===== src/rtl/core/hpps_pkg.sv =====
// Shared types and constants for the hot pixel projection statistics block.
// Used by every module under rtl/core; depends on nothing else.
`timescale 1ns / 1ps

package hpps_pkg;

    // Frame geometry defaults
    localparam int FRAME_WIDTH_DEF  = 80;
    localparam int FRAME_HEIGHT_DEF = 60;

    // Field and accumulator widths
    localparam int PIX_W   = 16;
    localparam int POS_W   = 8;
    localparam int DIR_W   = 16;
    localparam int CNT_W   = 17;
    localparam int PROJ_W  = 25;   // signed projection t
    localparam int MAG_W   = 24;   // |t|
    localparam int SQ_W    = 48;   // |t|^2
    localparam int SUM_W   = 40;
    localparam int SQSUM_W = 64;
    localparam int MEAN_W  = 16;
    localparam int VAR_W   = 22;

    // Serial divider sizes
    localparam int DVD_W   = 64;
    localparam int DSR_W   = 23;   // holds 64 * max count
    localparam int DCNT_W  = 6;

    localparam int M_W     = 31;   // clamped |sum| / n
    localparam int M2_W    = 62;

    localparam logic [CNT_W-1:0] COUNT_MAX = 17'h1FFFF;
    localparam logic [VAR_W-1:0] VAR_MAX   = 22'h3FFFFF;

    // APB register map
    localparam int ADDR_W = 4;
    localparam int DATA_W = 32;
    localparam logic [1:0] REG_SUN_THRESHOLD = 2'd0;
    localparam logic [1:0] REG_HORIZON_ROW   = 2'd1;
    localparam logic [1:0] REG_DIR_X         = 2'd2;
    localparam logic [1:0] REG_DIR_Y         = 2'd3;

    localparam logic [DIR_W-1:0] DIR_X_RESET = 16'd16384;
    localparam logic [DIR_W-1:0] DIR_Y_RESET = 16'd0;

    typedef struct packed {
        logic [PIX_W-1:0] sun_threshold;
        logic [POS_W-1:0] horizon_row;
        logic [DIR_W-1:0] dir_x;
        logic [DIR_W-1:0] dir_y;
    } cfg_t;

    // Which division the shared divider runs
    typedef enum logic [1:0] {
        DSEL_MEAN,
        DSEL_M,
        DSEL_E2
    } div_sel_t;

    typedef enum logic [3:0] {
        ST_IDLE,
        ST_PROJ,
        ST_SQUARE,
        ST_ACCUM,
        ST_PREP,
        ST_MEAN_GO,
        ST_MEAN_WAIT,
        ST_M_GO,
        ST_M_WAIT,
        ST_E2_GO,
        ST_E2_WAIT,
        ST_MULT,
        ST_DIFF,
        ST_ROUND,
        ST_PUBLISH
    } state_t;

    // Controller to datapath commands
    typedef struct packed {
        logic     accept;
        logic     proj;
        logic     square;
        logic     accum;
        logic     prep;
        logic     div_start;
        div_sel_t div_sel;
        logic     cap_mean;
        logic     cap_m;
        logic     cap_e2;
        logic     mult_m2;
        logic     diff;
        logic     round;
        logic     publish;
    } dp_cmd_t;

    // Datapath to controller status
    typedef struct packed {
        logic last;
        logic empty;
        logic div_done;
    } dp_status_t;

endpackage


===== src/rtl/core/hpps_ctrl.sv =====
// Controller state machine: sequences pixel accumulation, the end-of-frame
// divisions and the result handshake. Depends on hpps_pkg.
`timescale 1ns / 1ps

module hpps_ctrl
    import hpps_pkg::*;
(
    input  logic       aclk,
    input  logic       aresetn,
    input  logic       s_valid,
    output logic       s_ready,
    output logic       m_valid,
    input  logic       m_ready,
    input  dp_status_t status,
    output dp_cmd_t    cmd
);

    state_t state_reg, state_next;
    logic   out_valid_reg, out_valid_next;

    assign m_valid = out_valid_reg;

    // State and result valid registers
    always_ff @(posedge aclk) begin
        if (!aresetn) begin
            state_reg     <= ST_IDLE;
            out_valid_reg <= 1'b0;
        end else begin
            state_reg     <= state_next;
            out_valid_reg <= out_valid_next;
        end
    end

    // Next state and commands
    always_comb begin
        state_next     = state_reg;
        out_valid_next = out_valid_reg && !m_ready;
        s_ready        = 1'b0;
        cmd            = '0;
        cmd.div_sel    = DSEL_MEAN;

        unique case (state_reg)
            ST_IDLE: begin
                s_ready = 1'b1;
                if (s_valid) begin
                    cmd.accept = 1'b1;
                    state_next = ST_PROJ;
                end
            end
            ST_PROJ: begin
                cmd.proj   = 1'b1;
                state_next = ST_SQUARE;
            end
            ST_SQUARE: begin
                cmd.square = 1'b1;
                state_next = ST_ACCUM;
            end
            ST_ACCUM: begin
                cmd.accum  = 1'b1;
                state_next = status.last ? ST_PREP : ST_IDLE;
            end
            ST_PREP: begin
                cmd.prep   = 1'b1;
                state_next = status.empty ? ST_PUBLISH : ST_MEAN_GO;
            end
            ST_MEAN_GO: begin
                cmd.div_start = 1'b1;
                cmd.div_sel   = DSEL_MEAN;
                state_next    = ST_MEAN_WAIT;
            end
            ST_MEAN_WAIT: begin
                if (status.div_done) begin
                    cmd.cap_mean = 1'b1;
                    state_next   = ST_M_GO;
                end
            end
            ST_M_GO: begin
                cmd.div_start = 1'b1;
                cmd.div_sel   = DSEL_M;
                state_next    = ST_M_WAIT;
            end
            ST_M_WAIT: begin
                if (status.div_done) begin
                    cmd.cap_m  = 1'b1;
                    state_next = ST_E2_GO;
                end
            end
            ST_E2_GO: begin
                cmd.div_start = 1'b1;
                cmd.div_sel   = DSEL_E2;
                state_next    = ST_E2_WAIT;
            end
            ST_E2_WAIT: begin
                if (status.div_done) begin
                    cmd.cap_e2 = 1'b1;
                    state_next = ST_MULT;
                end
            end
            ST_MULT: begin
                cmd.mult_m2 = 1'b1;
                state_next  = ST_DIFF;
            end
            ST_DIFF: begin
                cmd.diff   = 1'b1;
                state_next = ST_ROUND;
            end
            ST_ROUND: begin
                cmd.round  = 1'b1;
                state_next = ST_PUBLISH;
            end
            ST_PUBLISH: begin
                // load the result word once the output register is free
                if (!out_valid_reg || m_ready) begin
                    cmd.publish    = 1'b1;
                    out_valid_next = 1'b1;
                    state_next     = ST_IDLE;
                end
            end
            default: begin
                state_next = ST_IDLE;
            end
        endcase
    end

endmodule


===== config.mk =====
export PLATFORM = sky130hd
export DESIGN_NAME = hpps_ctrl
export DESIGN_NICKNAME = d
export VERILOG_FILES = /design/src/rtl/core/hpps_pkg.sv /design/src/rtl/core/hpps_ctrl.sv
export SDC_FILE = /design/constraint.sdc
export NUM_CORES = 1
export LEC_CHECK = 0
export BUFFER_PORTS_ARGS = -buffer_cell sky130_fd_sc_hd__buf_2
export CELL_PAD_IN_SITES_DETAIL_PLACEMENT = 1
export CELL_PAD_IN_SITES_GLOBAL_PLACEMENT = 1
export CORE_MARGIN = 2
export CORE_UTILIZATION = 24
export CTS_CLUSTER_DIAMETER = 50
export DETAILED_ROUTE_END_ITERATION = 10
export GPL_TIMING_DRIVEN = 0
export PLACE_DENSITY_LB_ADDON = 0.1
export SLEW_MARGIN = 10
export SYNTH_ARGS = -nofsm -noshare
export SYNTH_HDL_FRONTEND = slang
export SYNTH_SLANG_ARGS = --single-unit

===== constraint.sdc =====
create_clock -name aclk -period 1.1 [get_ports aclk]
set_input_delay 0.055 -clock aclk [delete_from_list [all_inputs] [get_ports aclk]]
set_output_delay 0.055 -clock aclk [all_outputs]
set_load 0.02 [all_outputs]

After elaboration in Yosys (flattened, before gate mapping)
Index checks and enable logic that the tools add are counted.
Storage, ports and cells
  register bits: 5
  logic and storage cells: 54
Cells by class
  eq/ne operators: 19
  multiplexer cells: 27
  reductions and logical operators: 6
Operators with widths (count)
  $pmux W4 S15: 1
  $eq A4 B4 Y1 const B: 7
  $mux W4: 6
  $mux W1: 18
  $eq A4 B3 Y1 const B: 4
  $ne A2 B2 Y1 const B: 5
  $pmux W3 S3: 1
  $eq A4 B2 Y1 const B: 2
  $reduce_and A5 Y1: 1
  $eq A4 B1 Y1 const B: 1
  $logic_not A4 Y1: 1
  $mux W3: 1
  $logic_not A1 Y1: 2
  $logic_and A1 B1 Y1: 1
  $logic_or A1 B1 Y1: 1

Depth between registers and ports, before layout
Gate-level depths: netlist of the first run.
  depth after elaboration: 4
  depth in mapped cells: 6

Worst setup path before layout of the first run
No wires, ideal clock.
  path kind: register to register
  start: register state_reg[3]
  end: register state_reg[2]
  arrival time: 1523 ps
  setup slack: -557 ps
  cell stages (with the launch flop): 4
  path through: dfxtp_1 > nor4_1 > a21o_1 > o31ai_1
On the way
  cells in the longest elaborated chain, start to end: 3
  elaborated cells between the ends (all ways): 22
  classes of those cells: eq/ne (19); mux (1); reduce/logical (2)
Ends and longest elaborated chain
  start: declaration: RTL line hpps_ctrl.sv:18  | state_t state_reg, state_next;
  start signal: assignment: RTL line hpps_ctrl.sv:29  | state_reg <= state_next;
  $eq A4 B4 Y1, or another cell as far along: RTL line hpps_ctrl.sv:42  | unique case (state_reg)
  $ne A2 B2 Y1 (no line)
  $reduce_and A5 Y1 (no line)
Several ways; a longest one is shown, not always the timed one.
A chain may end at the register's enable or synchronous reset.

==> results.md, run 1 <==
- Status: finished with violations
- Failing checks: negative setup slack
- Top-count cell post-synth: nor2_1
- Fraction of layout cells with a size suffix above 1: 70.6%
- Pre-antenna DRT Iters: 4
- Max-slew violations: 0
- R2R Path Start: state_reg[3]
- Synth Register Bits: 5
- Worst slew pin tran: 0.302 ns
- Avg Cell Area, Syn: 6.83 um^2
- WL met3: 76 um
- Routability Congestion: 0.742
- Die ar.: 2150 um^2
- Max-cap violation count: 0
- Period minus WS final: 1.30 ns
- Worst-skew pair later-pin latency: 0.25 ns
- Cell taking the most area after synthesis: dfxtp_1
- Buffers on Ports: 23
- Largest register FFs: 4
- RSZ-0062 raised after global routing: yes
- Crit path launch: state_reg[0]
- Nature of the critical path startpoint: register
- Maximum clock frequency: 771 MHz
- Period utilization: 118%
- Complex-gate fraction of the synthesized area: 24.4%
- WL per Instance: 15.4 um
- Req. time, crit path: 1.04 ns
- Via/cell ratio: 4.94
- First-pass GRT wire length: 2680 um
- Synth cell types: 27
- Met2 routed WL: 1060 um
- Hold path cells: 2
- Clk root buf: clkbuf_4
- EDFF count, synth: 0
- Mux cell area share after synthesis: 0%
- Area share of fa/ha/maj cells after synthesis: 0%
- PD cells: 787 nW/um^2
- CP Data Arrival Time: 1.24 ns
- Synth warnings: 0
- P&R area growth vs syn: 136%
- Routed wire length: 1950 um
- CP endpoint kind: output port
- H-Tree Depth: 1
- Hold Path Class: primary input to register
- Hold path start: aresetn
- Fin nets: 110
- Syn Nets: 70
- CP max FO: 5
- Mapped Cells: 63
- Initial core utilization: 25.2%
- Detail Route Antenna Nets: 0
- Share of the synthesized area in the top cell type: 23.3%
- Cell area after synthesis: 430 um^2
- Post-synthesis xor/xnor area fraction: 0%
- Met1 Wirelength: 813 um
- Total Routing Usage GR: 18.1%
- Final setup TNS: -2.70 ns
- Reg2reg end: state_reg[1]
- R2r setup slk: -0.18 ns
- Die Height: 46.4 um
- Hold Vio Cnt, Final: 0
- Top cells by area, synth: dfxtp_1 23%, nor2_1 8.7%, a21oi_1 5.8%, buf_2 5.8%, nor3_1 4.7%
- Leak: 0.000414 uW
- DRC Markers: 0
- Maximum VDD drop: 1060 uV
- Reg2Reg Depth: 4
- Initial antenna violation count: 0
- Slew HR: 79.5%
- TritonCTS Sinks: 5
- Pwr Total: 799 uW
- Drt initial violations: 5
- FP Rows: 15
- Clk buf depth: 2
- Vias in the first global route: 580
- Core area: 1710 um^2
- CTS buffer count: 3
- Crit Path Class: register to output port
- Grt ovf: 0
- Final worst slack: -0.197 ns
- CTS tree: built
- Vias: 628
- Die Wd: 46.4 um
- Commonest register cell after synthesis: dfxtp_1
- Commonest cells post-synth: 10 x nor2_1, 5 x a21oi_1, 5 x buf_2, 5 x dfxtp_1, 5 x nand2_1
- Post-synthesis sequential area ratio: 23.3%
- Antenna cells: 0
- HPWL after DPL: 1060 um
- Main combinational cell family by area after synthesis: simple AND/OR/NAND/NOR gates
- Final clock skew: 0.00682 ns
- Min-Delay Endpoint: state_reg[3]
- Largest net degree at the start of global routing: 11
- Top sig layer: met3
- Clock Pin Slew Worst Setup and Hold Paths: 0.05 ns
- Ys async rst share: 0%
- Setup Viol. Count Final: 20
- Ports: 24
- Simple-gate portion of the synthesized area: 44.8%
critical path, stage by stage, from the launching register on:
cell and delay [ns]:
dfxtp_4 0.39, bufbuf_16 0.27, nand2b_4 0.07, nor3_2 0.11, buf_4 0.16
cell usage in the layout, fill, tap and decap left out, drive strengths merged:
master  instances
a211oi          1
a21boi          1
a21o            1
a21oi           5
and2            2
buf            39
bufbuf          1
clkbuf          4
dfxtp           5
inv             2
nand2           5
nand2b          4
nand3           1
nand3b          2
nand4b          1
nor2           10
nor2b           1
nor3            4
nor3b           1
nor4            2
nor4b           1
o211ai          1
o21ai           3
o221a           1
o311ai          1
o31ai           2
or2             1
final cells by class:
class	instances	area, um^2
Buffer	4	56.3
Fill cell	204	693
Multi-Input combinational cell	51	459
Timing Repair Buffer	36	319
Clock buffer	4	26.3
Sequential cell	5	115
Tap cell	25	31.3
Inverter	2	7.51
per-layer routing:
layer  GRT usage (%)  vias to the layer above
met2            31.7                       15
met5               0                        -
met3            4.71                        0
met1            22.2                      307
met4            3.43                        0
li1                -                      306
logic make-up (layout without fill, tap and decap cells):
family | Yosys count | count (layout)
compound gates | 16 | 16
buf+inv | 7 | 46
flops | 5 | 5
simple gates | 35 | 35
per-stage QoR:
step	instances	utilization, %	hold slack (ns)	cell area (um^2)	worst slack [ns]
final	127	59.4	0.104	1010	-0.197
after floorplan	63	-	0.194	478	-0.133
after global routing	127	59.4	0.105	1010	-0.276
after global placement	111	36.6	0.358	624	-0.289
after detailed placement	111	36.6	0.357	624	-0.312
after CTS	124	51.9	0.0952	886	-0.199
power breakdown:
part	leakage (uW)	internal [uW]	total (uW)	switching, uW
registers	0.0000436	187	211	23.5
clock network	0.0000150	138	226	88.0
logic	0.000355	203	362	159
repair_timing:
item                                    in CTS  in global routing
pin swaps                                    6                 15
resized for setup                           47                 27
cloned                                       1                  0
buffers inserted                             8                  4
endpoints found under the setup margin      20                 20
hold buffers                                 0                  0
worst max path at each step:
stage / end / slack, ns / depth (start not counted)
2_1_floorplan: state_reg[2] / -0.13 / 5
3_3_place_gp: state_reg[2] / -0.29 / 5
3_5_place_dp: state_reg[2] / -0.31 / 5
4_1_cts: cmd[13] / -0.20 / 5
5_1_grt: cmd[13] / -0.28 / 4
6_report: cmd[13] / -0.20 / 4
No activity file was read; power rests on OpenSTA's default activity.
==> run 2: changes to the inputs <==
==> constraint.sdc (replaced) <==
create_clock -name aclk -period 1.1 [get_ports aclk]
set_input_delay 0.22 -clock aclk [delete_from_list [all_inputs] [get_ports aclk]]
set_output_delay 0.22 -clock aclk [all_outputs]
set_load 0.02 [all_outputs]
==> run 2 against run 1 <==
The flow still finishes with violations (negative setup slack). Combinational power about the same. Wire length increased by 6.9%. Sequential share of layout area decreased by 0.87 points. Utilization increased by 4.9 points. Non-clock buffer count increased by 8. Flip-flop and latch count unchanged. Register-to-register slack got worse by 0.16 ns. Critical path type unchanged.
==> results.md, run 2 (synthesis results as in run 1) <==
- Hold WS: 0.248 ns
- Grt ovf: 0
- CP Data Arrival Time: 1.26 ns
- TritonCTS Sinks: 5
- Clk root buf: clkbuf_4
- Reg2Reg Depth: 6
- CTS tree: built
- Maximum clock frequency: 675 MHz
- Routed wire length: 2090 um
- Min-Delay Endpoint: state_reg[3]
- Total Routing Usage GR: 22.7%
- R2r setup slk: -0.34 ns
- Nature of the critical path startpoint: register
- First-pass GRT wire length: 3340 um
- Logic pwr share: 45.1%
- FP Rows: 15
- Worst slew pin tran: 0.281 ns
- Failing checks: negative setup slack
- Fin nets: 118
- Buffers on Ports: 23
- Hold Vio Cnt, Final: 0
- Clock share of power: 29.0%
- Initial core utilization: 25.2%
- Core area: 1710 um^2
- DRC Markers: 0
- Max-cap violation count: 0
- Int Pwr: 516 uW
- CP endpoint kind: output port
- Clk buf depth: 2
- Fraction of layout cells with a size suffix above 1: 75.5%
- Die Height: 46.4 um
- H-Tree Depth: 1
- Initial antenna violation count: 0
- HPWL after DPL: 1090 um
- Maximum VDD drop: 627 uV
- Crit Path Class: register to output port
- Hold Path Class: primary input to register
- Pre-antenna DRT Iters: 4
- DP Worst Slack: -0.245 ns
- Sw power: 280 uW
- WL per Instance: 15.4 um
- Die ar.: 2150 um^2
- Req. time, crit path: 0.88 ns
- Ports: 24
- Switching share of power: 35.2%
- PD cells: 725 nW/um^2
- Die Wd: 46.4 um
- Fillers: 190
- R2R Path Start: state_reg[1]
- Period utilization: 135%
- Final cell utilization of the core: 64.3%
- Flop pwr share: 25.9%
- Most common cell after layout, fill and taps aside: buf_4
- P&R area growth vs syn: 155%
- Vias: 682
- Routability Congestion: 0.746
- Most frequent cells in the layout: 21 x buf_4, 14 x buf_6, 7 x nor2_4, 7 x buf_2
- Status: finished with violations
- Worst-skew pair later-pin latency: 0.26 ns
- Leak: 0.000453 uW
- Period minus WS final: 1.48 ns
- Reg2reg end: state_reg[1]
- Final worst slack: -0.382 ns
- Max-slew violations: 0
- CP max FO: 6
- Hold path cells: 2
- Via/cell ratio: 5.05
- Slew HR: 81.2%
- Final clock skew: 0.00302 ns
- Drt initial violations: 11
- Largest register FFs: 4
- Hold buffers post-CTS: 0
- RSZ-0062 raised after global routing: yes
- CTS buffer count: 3
- Largest net degree at the start of global routing: 8
- Vias in the first global route: 690
- Setup Viol. Count Final: 20
- Detail Route Antenna Nets: 0
- Clock Pin Slew Worst Setup and Hold Paths: 0.05 ns
- Antenna cells: 0
- Hold path start: aresetn
[run 2: cell types whose count changed in the layout (fill, tap and decap cells not counted), sizes merged]
cell / before / now
bufbuf: 1 / 0
buf: 39 / 48
clkinv: 0 / 1
clkbuf: 4 / 3
[run 2: layer usage]
layer	up-vias	wire [um]	global-route usage, %
met3	9	81	1.96
met1	323	832	28.1
met4	0	75	12.0
li1	323	-	-
met2	27	1100	38.3
met5	-	0	0
[run 2: worst max path at each step]
stage                 startpoint            to  slack, ns
finish              state_reg[0]        cmd[4]      -0.38
global route        state_reg[0]        cmd[4]      -0.43
detailed placement  state_reg[0]       cmd[11]      -0.24
CTS                 state_reg[0]        cmd[4]      -0.40
floorplan           state_reg[3]       cmd[14]      -0.20
global placement    state_reg[2]  state_reg[2]      -0.25
[run 2: worst max-delay path: stages, from the launching register on]
cell and delay, ns:
dfxtp_4 0.36, buf_12 0.14, nand3b_1 0.25, nor2_4 0.13, buf_6 0.12
[run 2: what timing repair did]
action / 4_1_cts / 5_1_grt
resized for setup: 54 / 3
setup endpoints to repair: 20 / 20
pin swaps: 13 / 4
hold endpoints to repair: 0 / 0
setup buffers: 20 / 1
[run 2: layout make-up]
class	count	area [um^2]	share of cell area, %
clock inverter	1	5.00	0.456
multi-input combinational	51	462	42.0
tap	25	31.3	2.85
clock buffer	3	22.5	2.05
buffer	4	65.1	5.92
inverter	2	7.51	0.683
timing repair buffer	44	390	35.5
sequential	5	115	10.5
[run 2: stage by stage]
stage	instances	total power [uW]	setup TNS [ns]	cell area, um^2
floorplan	63	372	-1.16	573
global placement	111	429	-2.79	719
detailed placement	111	431	-3.01	719
CTS	134	769	-5.63	1080
global route	135	840	-6.95	1100
finish	135	796	-5.97	1100
[run 2: power by group through the flow]
stage | Combinational, uW | Sequential (uW) | Clock [uW]
after floorplan | 167 | 205 | 0
after global placement | 221 | 208 | 0
after detailed placement | 223 | 209 | 0
after CTS | 336 | 207 | 226
after global routing | 385 | 208 | 248
final | 359 | 206 | 231
==> run 3: changes to the inputs <==
PLACE_DENSITY = 0.67   (was default)
PLACE_DENSITY_LB_ADDON = default   (was 0.1)
==> run 3 against run 2 <==
The run still ends with negative setup slack left. Clock power about the same. Utilization rose by 5.9 points. Non-clock buffer count is 4 higher. Via count grew 5.0%. Hold slack improved by 0.0067 ns. Critical path type unchanged. Die area is the same. Final area up 9.2%.
==> results.md, run 3 (synthesis results as in run 1) <==
- Status: finished with violations
- Failing checks: negative setup slack
- First-pass GRT wire length: 3920 um
- Crit. path cell count: 4
- Initial core utilization: 25.2%
- Pre-antenna DRT Iters: 4
- Fin nets: 122
- Hold Vio Cnt, Final: 0
- Most frequent cells in the layout: 20 x buf_6, 18 x buf_4, 9 x nor2_4
- Nature of the critical path startpoint: register
- Crit Path Class: register to output port
- Worst slew pin tran: 0.286 ns
- CP max FO: 7
- DP Cell Count: 111
- Fraction of layout cells with a size suffix above 1: 78.9%
- CP Data Arrival Time: 1.33 ns
- Antenna cells: 0
- TritonCTS Sinks: 5
- Req. time, crit path: 0.88 ns
- Fillers: 177
- CTS buffer count: 3
- Largest net degree at the start of global routing: 8
- Detail Route Antenna Nets: 0
- Via/cell ratio: 5.15
- WL per Instance: 18.9 um
- Drt initial violations: 14
- R2r setup slk: -0.32 ns
- Die Wd: 46.4 um
- Slowest stage delay, CP: 0.36 ns
- Buf+Inv Stages, Crit Path: 2
- Most common cell after layout, fill and taps aside: buf_6
- Largest register FFs: 4
- Hold WS: 0.255 ns
- Crit path launch: state_reg[0]
- Worst-skew pair later-pin latency: 0.25 ns
- Reg2Reg Depth: 6
- Reg2reg end: state_reg[0]
- HPWL after DPL: 1120 um
- Routed wire length: 2630 um
- Period utilization: 141%
- Leak: 0.000483 uW
- Ports: 24
- Max-cap violation count: 0
- Initial antenna violation count: 0
- Hold Path Class: primary input to register
- CP endpoint kind: output port
- R2R Path Start: state_reg[3]
- Register area: 115 um^2
- Clk buf depth: 2
- Routability Congestion: 0.717
- Maximum clock frequency: 646 MHz
- Cells along the critical path: buf_12, nand3b_1, nor2_4, buf_6
- Vias in the first global route: 783
- Clk root buf: clkbuf_4
- Clock Pin Slew Worst Setup and Hold Paths: 0.05 ns
- Die Height: 46.4 um
- Max-slew violations: 0
- Setup Viol. Count Final: 20
- DP Worst Slack: -0.263 ns
- Period minus WS final: 1.55 ns
- Grt ovf: 0
- Worst setup path end: cmd[6]
- CP top delay family: simple AND/OR/NAND/NOR gates
- Slowest CP cell: dfxtp_4
- Buffers on Ports: 23
- Final clock skew: 0.00810 ns
- DRC Markers: 0
- Hold path start: aresetn
- P&R area growth vs syn: 179%
- CTS tree: built
- Total Routing Usage GR: 26.5%
- Non-filler cells, final: 139
- Slew HR: 80.8%
- FP Rows: 15
- Die ar.: 2150 um^2
- Core area: 1710 um^2
- Vias: 716
- Maximum VDD drop: 677 uV
- Area of the multi-input gates: 499 um^2
- RSZ-0062 raised after global routing: yes
- Final worst slack: -0.448 ns
- H-Tree Depth: 1
- PD cells: 705 nW/um^2
run 3: cell types whose count changed in the layout (fill, tap and decap cells not counted), sizes merged:
cell | before | now
buf | 48 | 52
clkinv | 1 | 0
clkbuf | 3 | 4
run 3: cell type report:
| type | instances | share of cell area, % |
|---|---|---|
| Tap cell | 25 | 2.61 |
| Buffer | 4 | 5.42 |
| Inverter | 2 | 0.626 |
| Sequential cell | 5 | 9.59 |
| Clock buffer | 4 | 2.19 |
| Multi-Input combinational cell | 51 | 41.6 |
| Timing Repair Buffer | 48 | 38.0 |
run 3: power by group:
group          switching [uW]  internal [uW]
Sequential               21.7            187
Clock                    91.6            138
Combinational             186            221
run 3: per-layer routing:
layer | vias up | share of wire (%) | track usage, %
met1 | 358 | 41 | 31.8
li1 | 327 | - | -
met4 | 0 | 2.0 | 11.4
met2 | 24 | 54 | 46.9
met5 | - | 0 | 0
met3 | 7 | 3.4 | 2.75
run 3: what timing repair did:
item / in CTS / in global routing
setup endpoints to repair: 20 / 21
pin swaps: 17 / 4
gates resized for setup: 56 / 14
hold buffers: 0 / 0
setup buffers: 21 / 4
run 3: worst min path at each step:
stage	to	cells after the start
after floorplan	state_reg[3]	1
after global placement	m_valid	2
after detailed placement	state_reg[3]	2
after CTS	state_reg[3]	2
after global routing	state_reg[3]	2
final	state_reg[3]	2
run 3: per-stage QoR:
step                      TNS [ns]  total power [uW]  utilization (%)  area (um^2)
after floorplan              -1.16               372                -          573
after global placement       -2.83               429             42.1          719
after detailed placement     -3.09               432             42.1          719
after CTS                    -5.83               775             65.3         1120
after global routing         -7.35               868             70.3         1200
final                        -6.80               846             70.3         1200
