**src/rtl/core/hpps_pkg.sv**
```systemverilog
// Shared types and constants for the hot pixel projection statistics block.
// Used by every module under rtl/core; depends on nothing else.
`timescale 1ns / 1ps

package hpps_pkg;

    // Frame geometry defaults
    localparam int FRAME_WIDTH_DEF  = 80;
    localparam int FRAME_HEIGHT_DEF = 60;

    // Field and accumulator widths
    localparam int PIX_W   = 16;
    localparam int POS_W   = 8;
    localparam int DIR_W   = 16;
    localparam int CNT_W   = 17;
    localparam int PROJ_W  = 25;   // signed projection t
    localparam int MAG_W   = 24;   // |t|
    localparam int SQ_W    = 48;   // |t|^2
    localparam int SUM_W   = 40;
    localparam int SQSUM_W = 64;
    localparam int MEAN_W  = 16;
    localparam int VAR_W   = 22;

    // Serial divider sizes
    localparam int DVD_W   = 64;
    localparam int DSR_W   = 23;   // holds 64 * max count
    localparam int DCNT_W  = 6;

    localparam int M_W     = 31;   // clamped |sum| / n
    localparam int M2_W    = 62;

    localparam logic [CNT_W-1:0] COUNT_MAX = 17'h1FFFF;
    localparam logic [VAR_W-1:0] VAR_MAX   = 22'h3FFFFF;

    // APB register map
    localparam int ADDR_W = 4;
    localparam int DATA_W = 32;
    localparam logic [1:0] REG_SUN_THRESHOLD = 2'd0;
    localparam logic [1:0] REG_HORIZON_ROW   = 2'd1;
    localparam logic [1:0] REG_DIR_X         = 2'd2;
    localparam logic [1:0] REG_DIR_Y         = 2'd3;

    localparam logic [DIR_W-1:0] DIR_X_RESET = 16'd16384;
    localparam logic [DIR_W-1:0] DIR_Y_RESET = 16'd0;

    typedef struct packed {
        logic [PIX_W-1:0] sun_threshold;
        logic [POS_W-1:0] horizon_row;
        logic [DIR_W-1:0] dir_x;
        logic [DIR_W-1:0] dir_y;
    } cfg_t;

    // Which division the shared divider runs
    typedef enum logic [1:0] {
        DSEL_MEAN,
        DSEL_M,
        DSEL_E2
    } div_sel_t;

    typedef enum logic [3:0] {
        ST_IDLE,
        ST_PROJ,
        ST_SQUARE,
        ST_ACCUM,
        ST_PREP,
        ST_MEAN_GO,
        ST_MEAN_WAIT,
        ST_M_GO,
        ST_M_WAIT,
        ST_E2_GO,
        ST_E2_WAIT,
        ST_MULT,
        ST_DIFF,
        ST_ROUND,
        ST_PUBLISH
    } state_t;

    // Controller to datapath commands
    typedef struct packed {
        logic     accept;
        logic     proj;
        logic     square;
        logic     accum;
        logic     prep;
        logic     div_start;
        div_sel_t div_sel;
        logic     cap_mean;
        logic     cap_m;
        logic     cap_e2;
        logic     mult_m2;
        logic     diff;
        logic     round;
        logic     publish;
    } dp_cmd_t;

    // Datapath to controller status
    typedef struct packed {
        logic last;
        logic empty;
        logic div_done;
    } dp_status_t;

endpackage

```
**src/rtl/core/hpps_regs.sv**
```systemverilog
// APB configuration registers: threshold, horizon row and direction.
// Depends on hpps_pkg.
`timescale 1ns / 1ps

module hpps_regs
    import hpps_pkg::*;
(
    input  logic              aclk,
    input  logic              aresetn,
    input  logic              psel,
    input  logic              penable,
    input  logic              pwrite,
    input  logic [ADDR_W-1:0] paddr,
    input  logic [DATA_W-1:0] pwdata,
    output logic [DATA_W-1:0] prdata,
    output logic              pready,
    output cfg_t              cfg
);

    cfg_t cfg_reg;
    logic wr_en;

    assign pready = 1'b1;
    assign wr_en  = psel && penable && pwrite;
    assign cfg    = cfg_reg;

    // Register writes
    always_ff @(posedge aclk) begin
        if (!aresetn) begin
            cfg_reg.sun_threshold <= '0;
            cfg_reg.horizon_row   <= '0;
            cfg_reg.dir_x         <= DIR_X_RESET;
            cfg_reg.dir_y         <= DIR_Y_RESET;
        end else if (wr_en) begin
            unique case (paddr[3:2])
                REG_SUN_THRESHOLD: cfg_reg.sun_threshold <= pwdata[PIX_W-1:0];
                REG_HORIZON_ROW:   cfg_reg.horizon_row   <= pwdata[POS_W-1:0];
                REG_DIR_X:         cfg_reg.dir_x         <= pwdata[DIR_W-1:0];
                REG_DIR_Y:         cfg_reg.dir_y         <= pwdata[DIR_W-1:0];
                default: ;
            endcase
        end
    end

    // Read mux, zero extended
    always_comb begin
        unique case (paddr[3:2])
            REG_SUN_THRESHOLD: prdata = {16'd0, cfg_reg.sun_threshold};
            REG_HORIZON_ROW:   prdata = {24'd0, cfg_reg.horizon_row};
            REG_DIR_X:         prdata = {16'd0, cfg_reg.dir_x};
            REG_DIR_Y:         prdata = {16'd0, cfg_reg.dir_y};
            default:           prdata = '0;
        endcase
    end

endmodule

```
**config.mk**
```make
export PLATFORM = sky130hd
export DESIGN_NAME = hpps_regs
export DESIGN_NICKNAME = d
export VERILOG_FILES = /design/src/rtl/core/hpps_pkg.sv /design/src/rtl/core/hpps_regs.sv
export SDC_FILE = /design/constraint.sdc
export NUM_CORES = 1
export LEC_CHECK = 0
export BUFFER_PORTS_ARGS = -buffer_cell sky130_fd_sc_hd__buf_2
export CAP_MARGIN = 20
export CORE_MARGIN = 3
export CORE_UTILIZATION = 35
export CTS_CLUSTER_DIAMETER = 150
export DETAILED_ROUTE_END_ITERATION = 10
export PLACE_DENSITY = 0.66
export RECOVER_POWER = 25
export SLEW_MARGIN = 20
export SYNTH_ARGS = -nofsm -noshare
export SYNTH_HDL_FRONTEND = slang
export SYNTH_SLANG_ARGS = --single-unit
```
**constraint.sdc**
```tcl
create_clock -name aclk -period 4.75 [get_ports aclk]
set_input_delay 1.425 -clock aclk [delete_from_list [all_inputs] [get_ports aclk]]
set_output_delay 1.425 -clock aclk [all_outputs]
set_load 0.05 [all_outputs]
```
; ---- Word-level counts from Yosys, hierarchy flattened
; Index checks and enable logic that the tools add are counted.
[classes]
eq_ne = 3
n_mux = 1
n_reduce_logical = 7
[op_table]
columns = operator, n
row1 = 32-bit case mux with 4 select lines, 1
row2 = 2-bit AND reduction, 4
row3 = 2-bit == test (second input constant), 2
row4 = 2-bit by 1-bit == test with 1-bit output (second input constant), 1
row5 = 1-bit logical AND, 2
row6 = 2-bit zero test, 1
[word_totals]
register_bits = 56
in_bits = 41
output_inout_bits = 89
elab_cells = 15

; ---- Longest topological paths before layout
; Gate-level depths: netlist of the first run.
[logic_depth]
ltp_word = 3
depth_mapped = 5
mapped_depth_nobuf = 3

; ---- Worst setup path after synthesis of the first run
; Ideal clock, no wire load.
[synth_path]
path_kind = in2out
startpoint = input paddr[2]
endpoint = output prdata[10]
arrival_time_ps = 3098
required_ps = 3325
path_slack_ps = 227
cell_stages = 4
n_path_buf = 2
path_cell_list = buf_4 -> buf_2 -> mux2i_1 -> o21ai_0
[synth_via]
elab_chain_len = 2
elab_cells_between_ends = 5
cone_classes = eq/ne (3) / mux (1) / reduce/logical (1)
[synth_rtl]
columns = element, line
row1 = start: declaration, hpps_regs.sv:13  ; input logic [ADDR_W-1:0] paddr,
row2 = "2-bit == test, or another cell as far along", hpps_regs.sv:47  ; unique case (paddr[3:2])
row3 = 32-bit case mux with 4 select lines (*), hpps_regs.sv:47
row4 = end: declaration, hpps_regs.sv:15  ; output logic [DATA_W-1:0] prdata,
; Mark *: on every way between the ends. The rest lies on a longest branch, timed or not. The select of a mux whose other input is x is not followed.

; ---- Worst setup path in the final report of the first run
[layout_path]
startpoint = input paddr[2]
endpoint = output prdata[14]
; The elaborated chain is that of the path after synthesis.

==> out/summary.txt, run 1 <==
ANT nets after route -> 0
First-pass GRT wire length -> 10200 µm
Detail Placement HPWL -> 4490 µm
IO Port Bufs -> 94
Fin util -> 44.2%
Cell area after synthesis -> 2580 µm²
Post-synth EDFFs -> 0
Slew of the pin with the lowest slew margin -> 1090 ps
Maxcap violations -> 0
Area Overhead vs Synth -> 19.8%
R2r worst-path depth -> 2
Via count -> 2089
Min Tclk post-route -> 4340 ps
Fin. max-slew vios -> 0
Die Wd -> 91.8 µm
Synth Register Bits -> 56
Post-CTS setup buffer count -> 0
Worst setup margin -> 407 ps
Unrepaired setup endpoints after global routing -> no
Hold path endpoint -> cfg[54]$_SDFFE_PN0P_
CORE AREA -> 6980 µm²
FP Rows -> 30
Final nets -> 387
Hold_sp -> cfg[54]$_SDFFE_PN0P_
Status -> completed
H-Tree Depth -> 2
Post-synthesis async set-or-reset flop share -> 0%
Die Ht -> 91.8 µm
Number of diodes -> 0
CTS tree -> yes
Post-CTS sizing -> 0
Endpoints failing setup -> 0
Crit-path max FO -> 20
DRC violations left -> 0
Crit-path max cell delay -> 650 ps
Setup_tns -> 0 ps
Initial antenna violation count -> 0
Wire length per cell -> 14.5 µm
WP buf/inv -> 2
Slowest CP cell -> nor2_1
TritonCTS Buffers -> 5
Hold WC Path Type -> flop to flop
Rel. slew slack -> 27.2%
Via density -> 4.72
F_max -> 0.230 GHz
CP delay by family, top -> simple AND/OR/NAND/NOR gates
Clk buf depth -> 2
Largest register FFs -> 56
Element type at the critical path end -> output pin
Largest net degree at the start of global routing -> 38
Initial Util -> 36.9%
Pre-antenna DRT Iters -> 4
Period Utilization, post-route -> 91.4%
Total global routing overflow -> 0
Total Power -> 0.884 mW
Layout cells sized above 1 -> 24.5%
Part of the Yosys area used for sequential elements -> 43.5%
Clock root buffer -> clkbuf_8
Ports -> 130
Post-Place Setup Slack -> 343 ps
CTS clk-pin slew, worst paths -> 90 ps
Pwr/cell area -> 286 nW/µm²
Worst-path cell chain -> buf_2, nor2_1, nand2_1, o21ai_0, buf_2
Reg-to-Reg Start -> cfg[35]$_SDFFE_PN0P_
Critical setup path kind -> primary input to output pin
Critical path arrival -> 2920 ps
Synth Instances -> 259
Final Hold Viols -> 0
Die area -> 8430 µm²
Clk sinks -> 56
Clock Skew -> 0 ps
P_leak -> 1.36 nW
Peak VDD IR -> 122 µV
Worst EP required -> 3320 ps
CP most frequent cell -> buf_2
RR Endpoint -> cfg[35]$_SDFFE_PN0P_
CTS Hold Bufs -> 0
Netlist cell types -> 18
Final RePlAce weighted congestion -> 0.757
GRT Util Overall -> 15.0%
Critical path launch point type -> primary input
Fillers -> 730
Worst hold stages -> 2
Clock insertion delay at the later pin of the skew report -> 300 ps
Syn avg cell area -> 9.96 µm²
Drt initial violations -> 61
Vias in the first global route -> 1986
Total Routed Length -> 6440 µm
Yosys warning count -> 0
Main synth FF type -> dfxtp_1
Setup slack, reg-to-reg -> 4100 ps
cell usage after synthesis (2+ instances only):
cell	count	area, µm²
nor2b_1	2	12.5
mux4_2	8	180
buf_2	2	10.0
buf_4	19	143
nor3_4	2	32.5
o21ai_0	8	40.0
conb_1	2	7.51
dfxtp_1	56	1120
buf_6	3	33.8
mux2i_1	64	641
nand2_1	79	297
clkbuf_1	8	30.0
placed cells by master (no fill, tap or decap):
cell and instances:
o21ai_0 8, nor3_4 2, clkbuf_1 32, nand3_1 1
buf_4 3, clkbuf_8 6, clkinvlp_4 2, buf_2 62
nor2_1 1, nor2b_1 2, conb_1 17, nand4_1 1
nor2_2 1, mux4_2 8, mux2i_1 64, dfxtp_1 56
inv_2 1, nand2_1 79, or2_1 1
power by group:
part | internal [mW] | switching (mW)
clock | 0.119 | 0.159
combinational | 0.0269 | 0.0991
sequential | 0.475 | 0.00452
how the worst max path moves through the flow:
| stage | start | end | slack, ps | cells past startpoint |
|---|---|---|---|---|
| floorplan | paddr[2] | prdata[10] | 230 | 4 |
| global placement | paddr[2] | prdata[15] | 440 | 5 |
| detailed placement | paddr[2] | prdata[14] | 340 | 5 |
| CTS | paddr[2] | prdata[14] | 330 | 5 |
| global route | paddr[2] | prdata[14] | 180 | 5 |
| finish | paddr[2] | prdata[14] | 410 | 5 |
per-stage QoR:
stage / hold WS, ps / instance area [µm²] / cells
after floorplan: 681 / 2640 / 274
after global placement: 453 / 3030 / 435
after detailed placement: 462 / 3030 / 435
after CTS: 478 / 3130 / 443
after global routing: 508 / 3090 / 443
final: 477 / 3090 / 443
cell families (layout without fill, tap and decap cells):
family | Yosys count | after routing | share of synthesized area (%)
flip-flops | 56 | 56 | 43.5
other | 2 | 17 | 0.291
multiplexers | 72 | 72 | 31.8
AND/OR/NAND/NOR | 88 | 88 | 14.3
AO/OA/AOI/OAI | 8 | 8 | 1.55
buffers and inverters | 33 | 106 | 8.54
final cells by class:
cell class,count,area [µm²],share of cell area (%)
multi-input combinational,185,1290,41.9
sequential,56,1120,36.3
timing repair buffer,97,453,14.7
tap,96,120,3.89
clock buffer,6,82.6,2.67
clock inverter,2,15.0,0.486
inverter,1,3.75,0.122
routing by layer:
metal  share of wire, %  up-vias  wire, µm  track usage (%)
li1                   -     1011         -                -
met3                6.4        6       411             3.61
met1                 48     1007      3060             19.9
met2                 45       65      2910             24.5
met5                  0        -         0                0
met4               0.90        0        58             3.71
worst reg2reg max path, cell delays in order (launching register included):
cell	delay, ps
dfxtp_1	370
nand2_1	70
mux2i_1	140
No activity file was read; power rests on OpenSTA's default activity.
==> run 2: changes to the inputs <==
--- a/config.mk
+++ b/config.mk
@@ -17,3 +17,4 @@
 export SYNTH_ARGS = -nofsm -noshare
 export SYNTH_HDL_FRONTEND = slang
 export SYNTH_SLANG_ARGS = --single-unit
+export TNS_END_PERCENT = 100
==> constraint.sdc (replaced) <==
create_clock -name aclk -period 4.75 [get_ports aclk]
set_input_delay 1.425 -clock aclk [delete_from_list [all_inputs] [get_ports aclk]]
set_output_delay 1.425 -clock aclk [all_outputs]
set_load 0.1 [all_outputs]
==> out/summary.txt, run 2 (same netlist as run 1, synthesis figures left out) <==
Wire length per cell -> 14.2 µm (-2.0%)
Register Area -> 1120 µm² (unchanged)
CTS clk-pin slew, worst paths -> 90 ps (about the same)
Worst EP required -> 3320 ps (about the same)
F_max -> 0.240 GHz (+4.2%)
Number of diodes -> 0 (unchanged)
Setup_tns -> 0 ps (unchanged)
CORE AREA -> 6980 µm² (unchanged)
Sequential fraction of design power -> 53.0% (-1.3 points)
Met3 usage -> 3.28% (-0.33 points)
Initial Util -> 36.9% (unchanged)
First-pass GRT wire length -> 10200 µm (unchanged)
NetSw -> 0.303 mW (+15%)
Min Tclk post-route -> 4170 ps (-174 ps)
Clock insertion delay at the later pin of the skew report -> 290 ps (about the same)
Clk buf depth -> 2 (unchanged)
Die Wd -> 91.8 µm (unchanged)
Drt initial violations -> 56 (-8.2%)
Met1 GRT Util -> 20.6% (+0.72 points)
Vias in the first global route -> 2016 (+1.5%)
Via count -> 2065 (-1.1%)
Total global routing overflow -> 0 (unchanged)
CTS tree -> yes
Final hold slack -> 474 ps (-2.14 ps)
Non-filler instance count after layout -> 441 (-0.45%)
Detail Placement HPWL -> 4440 µm (-0.96%)
Commonest non-fill, non-tap cell in the layout -> nand2_1
CP delay by family, top -> simple AND/OR/NAND/NOR gates
Pwr/cell area -> 282 nW/µm² (-1.4%)
Worst-path cell chain -> buf_2, nor2_1, nand2_1, o21ai_1, buf_12
Fillers -> 708 (-3.0%)
Clk pwr share -> 25.7% (-5.7 points)
Worst setup margin -> 582 ps (+174 ps)
DRC violations left -> 0 (unchanged)
Crit-path max cell delay -> 590 ps (-60 ps)
Setup slack, reg-to-reg -> 4090 ps (about the same)
Clock Skew -> 0 ps (unchanged)
Die area -> 8430 µm² (unchanged)
Peak VDD IR -> 129 µV (+5.6%)
Net Sw Frac -> 33.5% (+3.7 points)
H-Tree Depth -> 2 (unchanged)
GRT Util Overall -> 15.0% (+0.016 points)
Multi-input logic area -> 1320 µm² (+1.7%)
Final Hold Viols -> 0 (unchanged)
Layout cells sized above 1 -> 25.8% (+1.3 points)
Final nets -> 388 (+0.26%)
Post-CTS sizing -> 0 (unchanged)
Initial antenna violation count -> 0 (unchanged)
R2r worst-path depth -> 2 (unchanged)
Final RePlAce weighted congestion -> 0.740 (-2.2%)
Largest register FFs -> 56 (unchanged)
Element type at the critical path end -> output pin
Busiest grt layer -> met2
Clock root buffer -> clkbuf_8
RR Endpoint -> cfg[24]$_SDFFE_PN0P_
Post-CTS setup buffer count -> 0 (unchanged)
Maxcap violations -> 0 (unchanged)
Worst hold stages -> 2 (unchanged)
FP Rows -> 30 (unchanged)
Placed instance area -> 3180 µm² (+5.0%)
IO Port Bufs -> 94 (unchanged)
Slew of the pin with the lowest slew margin -> 1190 ps (+99.1 ps)
TritonCTS Buffers -> 5 (unchanged)
Hold path endpoint -> cfg[19]$_SDFFE_PN0P_
Post-Place Setup Slack -> 514 ps (+171 ps)
Reg-to-Reg Start -> cfg[24]$_SDFFE_PN0P_
Hold WC Path Type -> flop to flop
Hold_sp -> cfg[19]$_SDFFE_PN0P_
Largest net degree at the start of global routing -> 61 (+61%)
Pre-antenna DRT Iters -> 4 (unchanged)
Critical setup path kind -> primary input to output pin
Placed insts -> 436 (+0.23%)
Total Routed Length -> 6280 µm (-2.5%)
Unrepaired setup endpoints after global routing -> no
Critical path arrival -> 2740 ps (-180 ps)
Internal -> 0.602 mW (-3.0%)
Crit-path max FO -> 12 (-40%)
Fin area -> 3210 µm² (+3.9%)
Comb pwr share -> 21.3% (+7.0 points)
Slowest CP cell -> nor2_1
CTS Hold Bufs -> 0 (unchanged)
Clk sinks -> 56 (unchanged)
Rel. slew slack -> 21.2% (-6.0 points)
Via density -> 4.68 (-0.70%)
Status -> completed
Critical path launch point type -> primary input
Ports -> 130 (unchanged)
Period Utilization, post-route -> 87.8% (-3.7 points)
Endpoints failing setup -> 0 (unchanged)
P_leak -> 1.39 nW (+2.2%)
WP buf/inv -> 2 (unchanged)
Area Overhead vs Synth -> 24.5%
ANT nets after route -> 0 (unchanged)
Most frequent cells in the layout -> nand2_1, mux2i_1, dfxtp_1, buf_2, clkbuf_1
GRT met2 Usage -> 23.9% (-0.61 points)
Die Ht -> 91.8 µm (unchanged)
Fin. max-slew vios -> 0 (unchanged)
run 2: per-stage QoR:
stage / total power [mW] / util (%)
final: 0.905 / 46.0
after global routing: 0.944 / 46.0
after CTS: 0.920 / 46.6
after detailed placement: 0.686 / 45.6
after global placement: 0.684 / 45.6
after floorplan: 0.663 / -
run 2: power groups by stage:
stage | sequential (mW) | combinational (mW) | clock (mW)
2_1_floorplan | 0.534 | 0.129 | 0
3_3_place_gp | 0.490 | 0.194 | 0
3_5_place_dp | 0.491 | 0.195 | 0
4_1_cts | 0.480 | 0.195 | 0.245
5_1_grt | 0.481 | 0.201 | 0.262
6_report | 0.480 | 0.193 | 0.232
run 2: how the worst max path moves through the flow:
stage / cells past startpoint / to / start / slack [ps]
floorplan: 4 / prdata[10] / paddr[2] / -60
CTS: 5 / prdata[12] / paddr[3] / 510
global route: 5 / prdata[12] / paddr[3] / 440
detailed placement: 5 / prdata[12] / paddr[3] / 510
global placement: 5 / prdata[12] / paddr[3] / 570
finish: 5 / prdata[12] / paddr[3] / 580
run 2: metal layers:
metal | wire length, µm | up-vias
li1 | - | 1010
met1 | 3080 | 985
met2 | 2800 | 68
met3 | 371 | 2
met4 | 29 | 0
met5 | 0 | -
run 2: worst reg2reg max path, cell delays in order, from the launching register on:
cell	delay [ps]
dfxtp_1	380
nand2_1	70
mux2i_1	150
run 2: layout make-up:
| type | count | area share, % |
|---|---|---|
| Timing Repair Buffer | 98 | 18.1 |
| Multi-Input combinational cell | 185 | 41.0 |
| Tap cell | 96 | 3.74 |
| Sequential cell | 56 | 34.9 |
| Inverter | 1 | 0.117 |
| Clock buffer | 5 | 2.14 |
==> run 3: changes to the inputs <==
--- a/config.mk
+++ b/config.mk
@@ -11,7 +11,6 @@
 export CORE_UTILIZATION = 35
 export CTS_CLUSTER_DIAMETER = 150
 export DETAILED_ROUTE_END_ITERATION = 10
-export PLACE_DENSITY = 0.66
 export RECOVER_POWER = 25
 export SLEW_MARGIN = 20
 export SYNTH_ARGS = -nofsm -noshare
==> out/summary.txt, run 3 (same netlist as run 1, synthesis figures left out) <==
Status -> finished, violations left
Failing checks -> max-capacitance violations, max-slew violations
Maxcap violations -> 1 (+1)
Post-CTS setup buffer count -> 0 (unchanged)
Unrepaired setup endpoints after global routing -> no
F_max -> 0.240 GHz (about the same)
CTS tree -> yes
H-Tree Depth -> 2 (unchanged)
Critical path arrival -> 2740 ps (about the same)
Final nets -> 388 (unchanged)
Fillers -> 684 (-3.4%)
Clk sinks -> 56 (unchanged)
Clock Skew -> 0 ps (unchanged)
Slowest CP cell -> nor2_1
Rel. slew slack -> -22.3% (-43 points)
Clock insertion delay at the later pin of the skew report -> 300 ps (about the same)
Die Ht -> 91.8 µm (unchanged)
Fin area -> 3220 µm² (+0.43%)
Worst setup margin -> 583 ps (+1.29 ps)
Final hold slack -> 473 ps (-1.83 ps)
Via count -> 2025 (-1.9%)
Vias in the first global route -> 2092 (+3.8%)
First-pass GRT wire length -> 10400 µm (+2.3%)
Post-Place Setup Slack -> 574 ps (+59.8 ps)
Die area -> 8430 µm² (unchanged)
P_leak -> 1.41 nW (+0.94%)
Die Wd -> 91.8 µm (unchanged)
Min Tclk post-route -> 4170 ps (-1.29 ps)
CORE AREA -> 6980 µm² (unchanged)
Hold WC Path Type -> flop to flop
Pwr/cell area -> 292 nW/µm² (+3.6%)
Final Hold Viols -> 0 (unchanged)
CTS Hold Bufs -> 0 (unchanged)
Pre-antenna DRT Iters -> 4 (unchanged)
Placed instance area -> 3170 µm² (-0.24%)
Slew of the pin with the lowest slew margin -> 1820 ps (+633 ps)
Fin. max-slew vios -> 9 (+9)
Final RePlAce weighted congestion -> 0.725 (-2.1%)
Most frequent cells in the layout -> nand2_1, mux2i_1, buf_2, dfxtp_1, clkbuf_1
FP Rows -> 30 (unchanged)
Endpoints failing setup -> 0 (unchanged)
Total Routed Length -> 6390 µm (+1.7%)
Worst EP required -> 3320 ps (about the same)
Area Overhead vs Synth -> 25.0%
Wire length per cell -> 14.4 µm (+1.0%)
Largest register FFs -> 56 (unchanged)
Critical setup path kind -> primary input to output pin
Total global routing overflow -> 0 (unchanged)
CTS clk-pin slew, worst paths -> 90 ps (about the same)
Via density -> 4.56 (-2.6%)
ANT nets after route -> 0 (unchanged)
Largest net degree at the start of global routing -> 74 (+21%)
DRC violations left -> 0 (unchanged)
Element type at the critical path end -> output pin
Worst-path cell chain -> buf_2, nor2_1, nand2_1, o21ai_1, buf_12
GRT Util Overall -> 15.2% (+0.24 points)
Number of diodes -> 0 (unchanged)
Detail Placement HPWL -> 4420 µm (-0.50%)
TritonCTS Buffers -> 5 (unchanged)
Initial Util -> 36.9% (unchanged)
Commonest non-fill, non-tap cell in the layout -> nand2_1
Critical path launch point type -> primary input
Post-CTS sizing -> 0 (unchanged)
Crit-path max cell delay -> 600 ps (about the same)
Initial antenna violation count -> 0 (unchanged)
Layout cells sized above 1 -> 26.4% (+0.64 points)
Period Utilization, post-route -> 87.7% (about the same)
Clock root buffer -> clkbuf_8
Clk buf depth -> 2 (unchanged)
IO Port Bufs -> 94 (unchanged)
Total Power -> 0.942 mW (+4.0%)
Crit-path max FO -> 12 (unchanged)
Ports -> 130 (unchanged)
Drt initial violations -> 66 (+18%)
Peak VDD IR -> 126 µV (-2.1%)
[run 3: cell count changes in the layout (fill, tap and decap cells not counted)]
cell        before  now
clkbuf_8         5    6
nor3_4           2    0
buf_8            0    1
buf_4            4    3
clkbuf_1        32   30
nor3_1           0    2
clkinvlp_4       0    1
buf_2           54   57
[run 3: final cells by class]
| type | instances | area, µm² | area share (%) |
|---|---|---|---|
| inverter | 1 | 3.75 | 0.116 |
| clock buffer | 7 | 86.3 | 2.68 |
| clock inverter | 1 | 7.51 | 0.233 |
| timing repair buffer | 98 | 592 | 18.4 |
| multi-input combinational | 185 | 1290 | 40.1 |
| tap | 96 | 120 | 3.73 |
| sequential | 56 | 1120 | 34.8 |
[run 3: through the flow]
step	util [%]	instances	setup TNS [ps]
2_1_floorplan	-	274	-59.6
3_3_place_gp	45.5	435	0
3_5_place_dp	45.5	435	0
4_1_cts	46.8	443	0
5_1_grt	46.2	444	0
6_report	46.2	444	0
[run 3: power by group]
part	total [mW]	switching, mW	internal (mW)
sequential	0.480	0.00453	0.475
combinational	0.191	0.160	0.0310
clock	0.270	0.151	0.119
[run 3: layer usage]
metal | up-vias | GRT usage (%) | routed length [µm]
li1 | 1010 | - | -
met1 | 928 | 20.2 | 3000
met2 | 82 | 24.8 | 2890
met3 | 5 | 3.94 | 451
met4 | 0 | 3.59 | 44
met5 | - | 0 | 0
[run 3: worst paths after layout]
kind | start | to | slack (ps) | cells after the start
max | paddr[3] | prdata[12] | 580 | 5
min | cfg[22]$_SDFFE_PN0P_ | cfg[22]$_SDFFE_PN0P_ | 470 | 2
min reg2reg | cfg[22]$_SDFFE_PN0P_ | cfg[22]$_SDFFE_PN0P_ | 470 | 2
max reg2reg | cfg[41]$_SDFFE_PN0P_ | cfg[41]$_SDFFE_PN0P_ | 4090 | 2
[run 3: worst max-delay path: cells and delay by family]
| kind | cells | cell delay [ps] |
|---|---|---|
| AOI/OAI and AO/OA | 1 | 170 |
| buffers and inverters | 2 | 430 |
| and+or+nand+nor | 2 | 710 |
